<file path="config.mk">
export PLATFORM = sky130hd
export DESIGN_NAME = clock_page_replacement
export DESIGN_NICKNAME = d
export VERILOG_FILES = /design/src/hdl/cpr_pkg.sv /design/src/hdl/cpr_page_ram.sv /design/src/hdl/cpr_step_unit.sv /design/src/hdl/clock_page_replacement.sv
export SDC_FILE = /design/constraint.sdc
export NUM_CORES = 1
export LEC_CHECK = 0
export BUFFER_PORTS_ARGS = -buffer_cell sky130_fd_sc_hd__buf_4
export CORE_MARGIN = 4
export CORE_UTILIZATION = 40
export DETAILED_ROUTE_END_ITERATION = 10
export PLACE_DENSITY = 0.63
export SLEW_MARGIN = 20
export SYNTH_ARGS = -nofsm -noshare
export SYNTH_HDL_FRONTEND = slang
export SYNTH_SLANG_ARGS = --single-unit
</file>
<file path="constraint.sdc">
create_clock -name i_clk -period 6.15 [get_ports i_clk]
set_input_delay 0.9225 -clock i_clk [delete_from_list [all_inputs] [get_ports i_clk]]
set_output_delay 0.9225 -clock i_clk [all_outputs]
set_load 0.01 [all_outputs]
</file>
<file path="src/hdl/cpr_pkg.sv">
// shared types and constants for the clock page replacement block
// no dependencies; imported by every module of the block
package cpr_pkg;

    localparam int PAGE_W = 16;
    localparam int SLOT_W = 4;
    localparam int CFG_W  = 5;
    localparam int COUNT_W = 16;

    localparam logic [CFG_W-1:0]   CFG_RESET = 5'd16;
    localparam logic [COUNT_W-1:0] COUNT_MAX = 16'hFFFF;

    // sequencer states, one-hot
    typedef enum logic [4:0] {
        ST_IDLE   = 5'b00001,
        ST_SCAN   = 5'b00010,
        ST_SWEEP  = 5'b00100,
        ST_LOAD   = 5'b01000,
        ST_RESULT = 5'b10000
    } t_state;

    // flags from the shared step unit
    typedef struct packed {
        logic match;
        logic at_end;
    } t_step_flags;

endpackage

</file>
<file path="src/hdl/cpr_page_ram.sv">
// resident page store: one write port, one registered read port
// depends on cpr_pkg for the page width
module cpr_page_ram
    import cpr_pkg::*;
#(
    parameter int DEPTH = 16,
    parameter int AW    = 4
) (
    input  logic              i_clk,
    input  logic              i_we,
    input  logic [AW-1:0]     i_waddr,
    input  logic [PAGE_W-1:0] i_wdata,
    input  logic [AW-1:0]     i_raddr,
    output logic [PAGE_W-1:0] o_rdata
);

    logic [PAGE_W-1:0] r_mem [DEPTH];
    logic [PAGE_W-1:0] r_rdata;

    // write port
    always_ff @(posedge i_clk) begin
        if (i_we) begin
            r_mem[i_waddr] <= i_wdata;
        end
    end

    // registered read port
    always_ff @(posedge i_clk) begin
        r_rdata <= r_mem[i_raddr];
    end

    assign o_rdata = r_rdata;

endmodule

</file>
<file path="src/hdl/cpr_step_unit.sv">
// shared step unit: page compare plus index increment with wrap at the frame count
// depends on cpr_pkg for the page width and the flag struct
module cpr_step_unit
    import cpr_pkg::*;
#(
    parameter int IW = 4,
    parameter int CW = 5
) (
    input  logic [IW-1:0]     i_idx,
    input  logic [CW-1:0]     i_count,
    input  logic [PAGE_W-1:0] i_page,
    input  logic [PAGE_W-1:0] i_rdata,
    input  logic              i_slot_valid,
    output t_step_flags       o_flags,
    output logic [IW-1:0]     o_next_idx
);

    logic [CW-1:0] w_inc;

    // one step forward, wrapping to zero at the frame count
    assign w_inc          = CW'(i_idx) + CW'(1);
    assign o_flags.at_end = (w_inc >= i_count);
    assign o_next_idx     = o_flags.at_end ? '0 : w_inc[IW-1:0];

    // a slot hits only when it holds a loaded page
    assign o_flags.match  = i_slot_valid && (i_rdata == i_page);

endmodule

</file>
<file path="src/hdl/clock_page_replacement.sv">
// clock page replacement: hit search one slot per cycle, then hand sweep one slot per cycle
// a new page beat is taken only in idle, so each reference is finished and its result
// handed to the output register before the next one is accepted
// the search and the sweep share the single compare/step unit and the one read port of the
// page store
// reset: synchronous active low; clears valid and reference bits, hand, fault count, frames to 16
module clock_page_replacement
    import cpr_pkg::*;
#(
    parameter int MAX_FRAMES = 16
) (
    input  logic               i_clk,
    input  logic               i_rst_n,
    input  logic               i_cfg_we,
    input  logic [CFG_W-1:0]   i_cfg_data,
    input  logic               i_in_valid,
    output logic               o_in_stall,
    input  logic [PAGE_W-1:0]  i_page_number,
    output logic               o_out_valid,
    input  logic               i_out_stall,
    output logic               o_fault,
    output logic [SLOT_W-1:0]  o_slot,
    output logic               o_evicted_valid,
    output logic [PAGE_W-1:0]  o_evicted_page,
    output logic [COUNT_W-1:0] o_fault_count
);

    localparam int IW = (MAX_FRAMES > 1) ? $clog2(MAX_FRAMES) : 1;
    localparam int CW = $clog2(MAX_FRAMES + 1);

    t_state              r_state, n_state;
    logic [CFG_W-1:0]    r_frames, n_frames;
    logic [PAGE_W-1:0]   r_page, n_page;
    logic [IW-1:0]       r_idx, n_idx;
    logic [IW-1:0]       r_hand, n_hand;
    logic [MAX_FRAMES-1:0] r_valid, n_valid;
    logic [MAX_FRAMES-1:0] r_ref, n_ref;
    logic [COUNT_W-1:0]  r_fault_total, n_fault_total;
    logic                r_res_fault, n_res_fault;
    logic [IW-1:0]       r_res_slot, n_res_slot;
    logic                r_res_ev_valid, n_res_ev_valid;
    logic [PAGE_W-1:0]   r_res_ev_page, n_res_ev_page;
    logic                r_out_valid, n_out_valid;
    logic                r_out_fault, n_out_fault;
    logic [SLOT_W-1:0]   r_out_slot, n_out_slot;
    logic                r_out_ev_valid, n_out_ev_valid;
    logic [PAGE_W-1:0]   r_out_ev_page, n_out_ev_page;
    logic [COUNT_W-1:0]  r_out_count, n_out_count;

    logic [CW-1:0]       w_count;
    logic [IW-1:0]       w_unit_idx;
    logic [IW-1:0]       w_next_idx;
    logic [IW-1:0]       w_rd_addr;
    logic                w_mem_we;
    logic [PAGE_W-1:0]   w_rdata;
    t_step_flags         w_flags;
    logic                w_in_beat;
    logic                w_out_free;

    // frame count clamped to 1..MAX_FRAMES
    always_comb begin
        if (r_frames == '0) begin
            w_count = CW'(1);
        end else if (32'(r_frames) > MAX_FRAMES) begin
            w_count = CW'(MAX_FRAMES);
        end else begin
            w_count = CW'(r_frames);
        end
    end

    assign w_in_beat  = i_in_valid && (r_state == ST_IDLE);
    assign w_out_free = !r_out_valid || !i_out_stall;
    assign w_unit_idx = (r_state == ST_SCAN) ? r_idx : r_hand;
    assign w_mem_we   = (r_state == ST_LOAD);

    // page store
    cpr_page_ram #(
        .DEPTH (MAX_FRAMES),
        .AW    (IW)
    ) u_page_ram (
        .i_clk   (i_clk),
        .i_we    (w_mem_we),
        .i_waddr (r_hand),
        .i_wdata (r_page),
        .i_raddr (w_rd_addr),
        .o_rdata (w_rdata)
    );

    // shared compare and step unit
    cpr_step_unit #(
        .IW (IW),
        .CW (CW)
    ) u_step_unit (
        .i_idx        (w_unit_idx),
        .i_count      (w_count),
        .i_page       (r_page),
        .i_rdata      (w_rdata),
        .i_slot_valid (r_valid[r_idx]),
        .o_flags      (w_flags),
        .o_next_idx   (w_next_idx)
    );

    // sequencer and table update
    always_comb begin
        n_state        = r_state;
        n_frames       = r_frames;
        n_page         = r_page;
        n_idx          = r_idx;
        n_hand         = r_hand;
        n_valid        = r_valid;
        n_ref          = r_ref;
        n_fault_total  = r_fault_total;
        n_res_fault    = r_res_fault;
        n_res_slot     = r_res_slot;
        n_res_ev_valid = r_res_ev_valid;
        n_res_ev_page  = r_res_ev_page;
        n_out_valid    = r_out_valid;
        n_out_fault    = r_out_fault;
        n_out_slot     = r_out_slot;
        n_out_ev_valid = r_out_ev_valid;
        n_out_ev_page  = r_out_ev_page;
        n_out_count    = r_out_count;
        w_rd_addr      = '0;

        if (i_cfg_we) begin
            n_frames = i_cfg_data;
        end

        // output beat taken
        if (r_out_valid && !i_out_stall) begin
            n_out_valid = 1'b0;
        end

        case (r_state)
            ST_IDLE: begin
                w_rd_addr = '0;
                if (w_in_beat) begin
                    n_page  = i_page_number;
                    n_idx   = '0;
                    // hand left beyond a lowered frame count restarts at zero
                    if (CW'(r_hand) >= w_count) begin
                        n_hand = '0;
                    end
                    n_state = ST_SCAN;
                end
            end
            ST_SCAN: begin
                w_rd_addr = w_next_idx;
                n_idx     = w_next_idx;
                if (w_flags.match) begin
                    n_ref[r_idx]   = 1'b1;
                    n_res_fault    = 1'b0;
                    n_res_slot     = r_idx;
                    n_res_ev_valid = 1'b0;
                    n_res_ev_page  = '0;
                    n_state        = ST_RESULT;
                end else if (w_flags.at_end) begin
                    n_state = ST_SWEEP;
                end
            end
            ST_SWEEP: begin
                // fetch the candidate victim for the eviction report
                w_rd_addr = r_hand;
                if (r_ref[r_hand]) begin
                    n_ref[r_hand] = 1'b0;
                    n_hand        = w_next_idx;
                end else begin
                    n_state = ST_LOAD;
                end
            end
            ST_LOAD: begin
                n_res_fault    = 1'b1;
                n_res_slot     = r_hand;
                n_res_ev_valid = r_valid[r_hand];
                n_res_ev_page  = r_valid[r_hand] ? w_rdata : '0;
                n_valid[r_hand] = 1'b1;
                n_ref[r_hand]   = 1'b0;
                n_hand          = w_next_idx;
                if (r_fault_total != COUNT_MAX) begin
                    n_fault_total = r_fault_total + COUNT_W'(1);
                end
                n_state = ST_RESULT;
            end
            ST_RESULT: begin
                if (w_out_free) begin
                    n_out_valid    = 1'b1;
                    n_out_fault    = r_res_fault;
                    n_out_slot     = SLOT_W'(r_res_slot);
                    n_out_ev_valid = r_res_ev_valid;
                    n_out_ev_page  = r_res_ev_page;
                    n_out_count    = r_fault_total;
                    n_state        = ST_IDLE;
                end
            end
            default: begin
                n_state = ST_IDLE;
            end
        endcase
    end

    // control registers
    always_ff @(posedge i_clk) begin
        if (!i_rst_n) begin
            r_state       <= ST_IDLE;
            r_frames      <= CFG_RESET;
            r_hand        <= '0;
            r_valid       <= '0;
            r_ref         <= '0;
            r_fault_total <= '0;
            r_out_valid   <= 1'b0;
        end else begin
            r_state       <= n_state;
            r_frames      <= n_frames;
            r_hand        <= n_hand;
            r_valid       <= n_valid;
            r_ref         <= n_ref;
            r_fault_total <= n_fault_total;
            r_out_valid   <= n_out_valid;
        end
    end

    // payload registers
    always_ff @(posedge i_clk) begin
        r_page         <= n_page;
        r_idx          <= n_idx;
        r_res_fault    <= n_res_fault;
        r_res_slot     <= n_res_slot;
        r_res_ev_valid <= n_res_ev_valid;
        r_res_ev_page  <= n_res_ev_page;
        r_out_fault    <= n_out_fault;
        r_out_slot     <= n_out_slot;
        r_out_ev_valid <= n_out_ev_valid;
        r_out_ev_page  <= n_out_ev_page;
        r_out_count    <= n_out_count;
    end

    assign o_in_stall      = (r_state != ST_IDLE);
    assign o_out_valid     = r_out_valid;
    assign o_fault         = r_out_fault;
    assign o_slot          = r_out_slot;
    assign o_evicted_valid = r_out_ev_valid;
    assign o_evicted_page  = r_out_ev_page;
    assign o_fault_count   = r_out_count;

    // an accepted beat always starts the hit search
    a_accept_scan: assert property (@(posedge i_clk) disable iff (!i_rst_n)
        w_in_beat |=> (r_state == ST_SCAN))
        else $error("accepted beat did not start the hit search");

    // the hand stays inside the frame count while sweeping
    a_hand_range: assert property (@(posedge i_clk) disable iff (!i_rst_n)
        (r_state == ST_SWEEP || r_state == ST_LOAD) |-> (CW'(r_hand) < w_count))
        else $error("clock hand beyond frame count during sweep");

    // the victim always has a clear reference bit
    a_victim_clear: assert property (@(posedge i_clk) disable iff (!i_rst_n)
        (r_state == ST_LOAD) |-> !r_ref[r_hand])
        else $error("victim slot still has its reference bit set");

    // a hit never reports an eviction
    a_hit_no_evict: assert property (@(posedge i_clk) disable iff (!i_rst_n)
        (r_out_valid && !r_out_fault) |-> (!r_out_ev_valid && r_out_ev_page == '0))
        else $error("hit result carries an eviction");

    // the fault total never goes down
    a_count_mono: assert property (@(posedge i_clk) disable iff (!i_rst_n)
        $past(i_rst_n) |-> (r_fault_total >= $past(r_fault_total)))
        else $error("fault total decreased");

endmodule

</file>
==> impl_metrics.toml <==
[synth]
yosysWarningCount = 0
synth-main-ff-cell = "edfxtp_1"
synth_edf_count = 336
syn_inst = 1259
synth_seq_area_share = 0.697
async_flop_share = 0
ys_seq_elements = 415
synth_cell_types = 62
avgSynthCellArea_um2 = 13.3
synth_fp_nets = 1296
synth.cell_area_um2 = 16700

[grt]
antenna_found_initial = 0
grt_first_pass_wirelength_um = 61600
overflow = 0
grt_pass1_vias = 10341
grt_use_total = 0.174
grt_start_max_net_pins = 76

[clock_tree]
cts_setup_buffers = 0
clock_latency_ps = 580
cts_tree = "yes"
clockBufferDepth = 3
cts_inserted_buffers = 45
clk_pin_slew_worst_paths_ps = 60
cts_root_buffer = "clkbuf_16"
htree_num_levels = 2
ctsResizeCount = 0
ctsHoldBuffers = 0
clock-sinks = 415

[critical_path]
crit_fanout = 33
rrSetupSlack_ps = 840
end_kind = "flop"
reg2reg_from = "r_state[0]"
reg2regPathDepth = 14
path_cells = "or3_4 > nor2_1 > o21ai_0 > ha_1 > xnor2_1 > ha_1 > a211oi_1 > o21ai_0 > a2111oi_4 > a21o_2 > buf_4 > o211ai_1 > a22oi_1 > o311ai_1"
arrival_ps = 5720
r2r_end = "u_page_ram.o_rdata[11]"
cp.required_ps = 6560
startpoint = "r_state[0]"
critPathMaxStageDelay_ps = 640
cp_num_buf_inv = 1
startpoint_type = "flop"
cp_slowest_cell = "nor2_1"
path_class = "reg -> reg"
crit_family = "compound AO/OA/AOI/OAI gates"

[placement]
place_ws_ps = 941
io_buffers = 65
dpl.cell_count = 1812
dp_hpwl_um = 23900
gp_congestion = 0.844
placed_cell_area_um2 = 17900

[floorplanning]
dieArea_um2 = 45200
core_um2 = 41100
die_h_um = 213
rows = 74
chipWidth_um = 213
start_util = 0.407
ios = 66

[timing]
drv_slew = 0
finalCritPeriodShare = 0.864
setup_viol = 0
fin_crit_ps = 5310
layout_setup_ws_ps = 835
max_freq_mhz = 188
hold_violations = 0
finalClockSkew_ps = 17.0
slew_headroom = 0.326
tightest_slew_ps = 1010
whs_ps = 417
fin_setup_tns_ps = 0
rsz0062_at_grt = "no"

[power_and_ir_drop]
power.switching_w = 0.00118
vdd_ir_drop_max_v = 0.000187
p_seq_frac = 0.533
power_leakage_nw = 6.56
sw_frac_of_total = 0.205
clkPwrFrac = 0.447
internal_power_w = 0.00460
p_per_area_nw_per_um2 = 300
comb_power_share = 0.020

[drt]
drt-pass1-iter-count = 5
viasPerCell = 5.66
vias = 10717
antenna_left = 0
wl_per_cell_um = 20.9
post-route-drc-count = 0
wl_um = 39600
first_iter_violations = 1318

[finish]
final_cell_mix = "336 x edfxtp_1, 120 x nand2_1, 105 x buf_4, 79 x dfxtp_1, 77 x nor2_1"
final_common_cell = "edfxtp_1"
fin_cells = 1894
nets = 1364
design_area_um2 = 19300
final.fill_count = 3636
num_antenna_cells = 0
layout-drive-gt1-share = 0.148
area_growth_pct = 15.1

[worst_hold_path]
hold_end = "o_evicted_page[14]"
min_path_type = "reg -> reg"
hp-start = "r_res_ev_page[14]"
hold_depth = 0

[flow_run]
cap_violations = 0

[status]
status = "finished clean"
cell type report:
class,count,area (um^2),share of cell area
multi-input cells,716,4580,0.238
repair buffers,105,788,0.0409
well taps,532,666,0.0345
clock inverters,20,196,0.0102
clock buffers,62,1210,0.0628
inverters,44,165,0.00857
flip-flops and latches,415,11700,0.605
cells by family (layout without fill, tap and decap cells):
kind of cell | Yosys count | count (layout) | share of synthesized area
adders and majority gates | 11 | 11 | 0.00822
and+or+nand+nor | 370 | 370 | 0.106
AOI/OAI and AO/OA | 282 | 282 | 0.115
xor gates and xnor gates | 31 | 31 | 0.0162
buffers and inverters | 128 | 231 | 0.0334
muxes | 22 | 22 | 0.0237
DFF | 415 | 415 | 0.697
flip-flops by register name, indices dropped and copies added, names as in the netlist, 4 cells and up:
register,cells
o_fault_count,16
u_page_ram.o_rdata,16
r_ref,16
u_page_ram.r_mem,256
r_state,5
r_res_ev_page,16
o_evicted_page,16
r_frames,5
r_page,16
r_fault_total,16
r_idx,4
o_slot,4
r_res_slot,4
r_valid,16
r_hand,4
cell usage after synthesis, types with 14 or more instances:
library cell / number / share of area
o21ai_0: 70 / 0.021
a21o_1: 17 / 0.0076
dfxtp_1: 79 / 0.094
edfxtp_1: 336 / 0.60
nand3_1: 47 / 0.014
a22oi_1: 22 / 0.0099
mux4_2: 14 / 0.019
clkbuf_1: 54 / 0.012
buf_2: 15 / 0.0045
and3_1: 56 / 0.021
a211oi_1: 24 / 0.011
xor2_1: 23 / 0.012
inv_1: 43 / 0.0096
a21oi_1: 32 / 0.0096
nor3_1: 14 / 0.0042
o211ai_1: 30 / 0.013
nor2_1: 77 / 0.017
a31oi_1: 31 / 0.012
nand2_1: 120 / 0.027
a311o_1: 15 / 0.0090
worst reg2reg max path, stage by stage, from the launching register on:
cell       delay, ps
dfxtp_1          340
or3_4            420
nor2_1           640
o21ai_0          290
ha_1             320
xnor2_1          240
ha_1             280
a211oi_1         290
o21ai_0          230
a2111oi_4        450
a21o_2           600
buf_4            470
o211ai_1         160
a22oi_1          270
o311ai_1         140
worst max path at each step:
stage                     depth (start not counted)                     end  slack, ps
after floorplan                                  15   u_page_ram.o_rdata[7]       2180
after global placement                           14  u_page_ram.o_rdata[11]       1080
after detailed placement                         14  u_page_ram.o_rdata[12]        940
after CTS                                        14  u_page_ram.o_rdata[12]        890
after global routing                             14  u_page_ram.o_rdata[11]        420
final                                            14  u_page_ram.o_rdata[11]        840
power by group through the flow:
stage	Combinational (W)	Sequential (W)	Clock (W)
5_1_grt	0.000126	0.00308	0.00277
3_5_place_dp	0.000115	0.00314	0
6_report	0.000115	0.00308	0.00259
2_1_floorplan	0.0000610	0.00313	0
3_3_place_gp	0.000112	0.00314	0
4_1_cts	0.000116	0.00308	0.00264
metrics by stage:
step	power [W]	utilization
CTS	0.00584	0.469
finish	0.00579	0.469
global placement	0.00325	0.435
floorplan	0.00319	-
detailed placement	0.00326	0.435
global route	0.00598	0.469
per-layer routing:
layer	track usage	up-vias	part of all wire
met5	0	-	0
met3	0.0316	66	0.071
li1	-	4909	-
met2	0.264	403	0.45
met1	0.260	5339	0.46
met4	0.0482	0	0.020
Power figures use the tool's default switching activity.
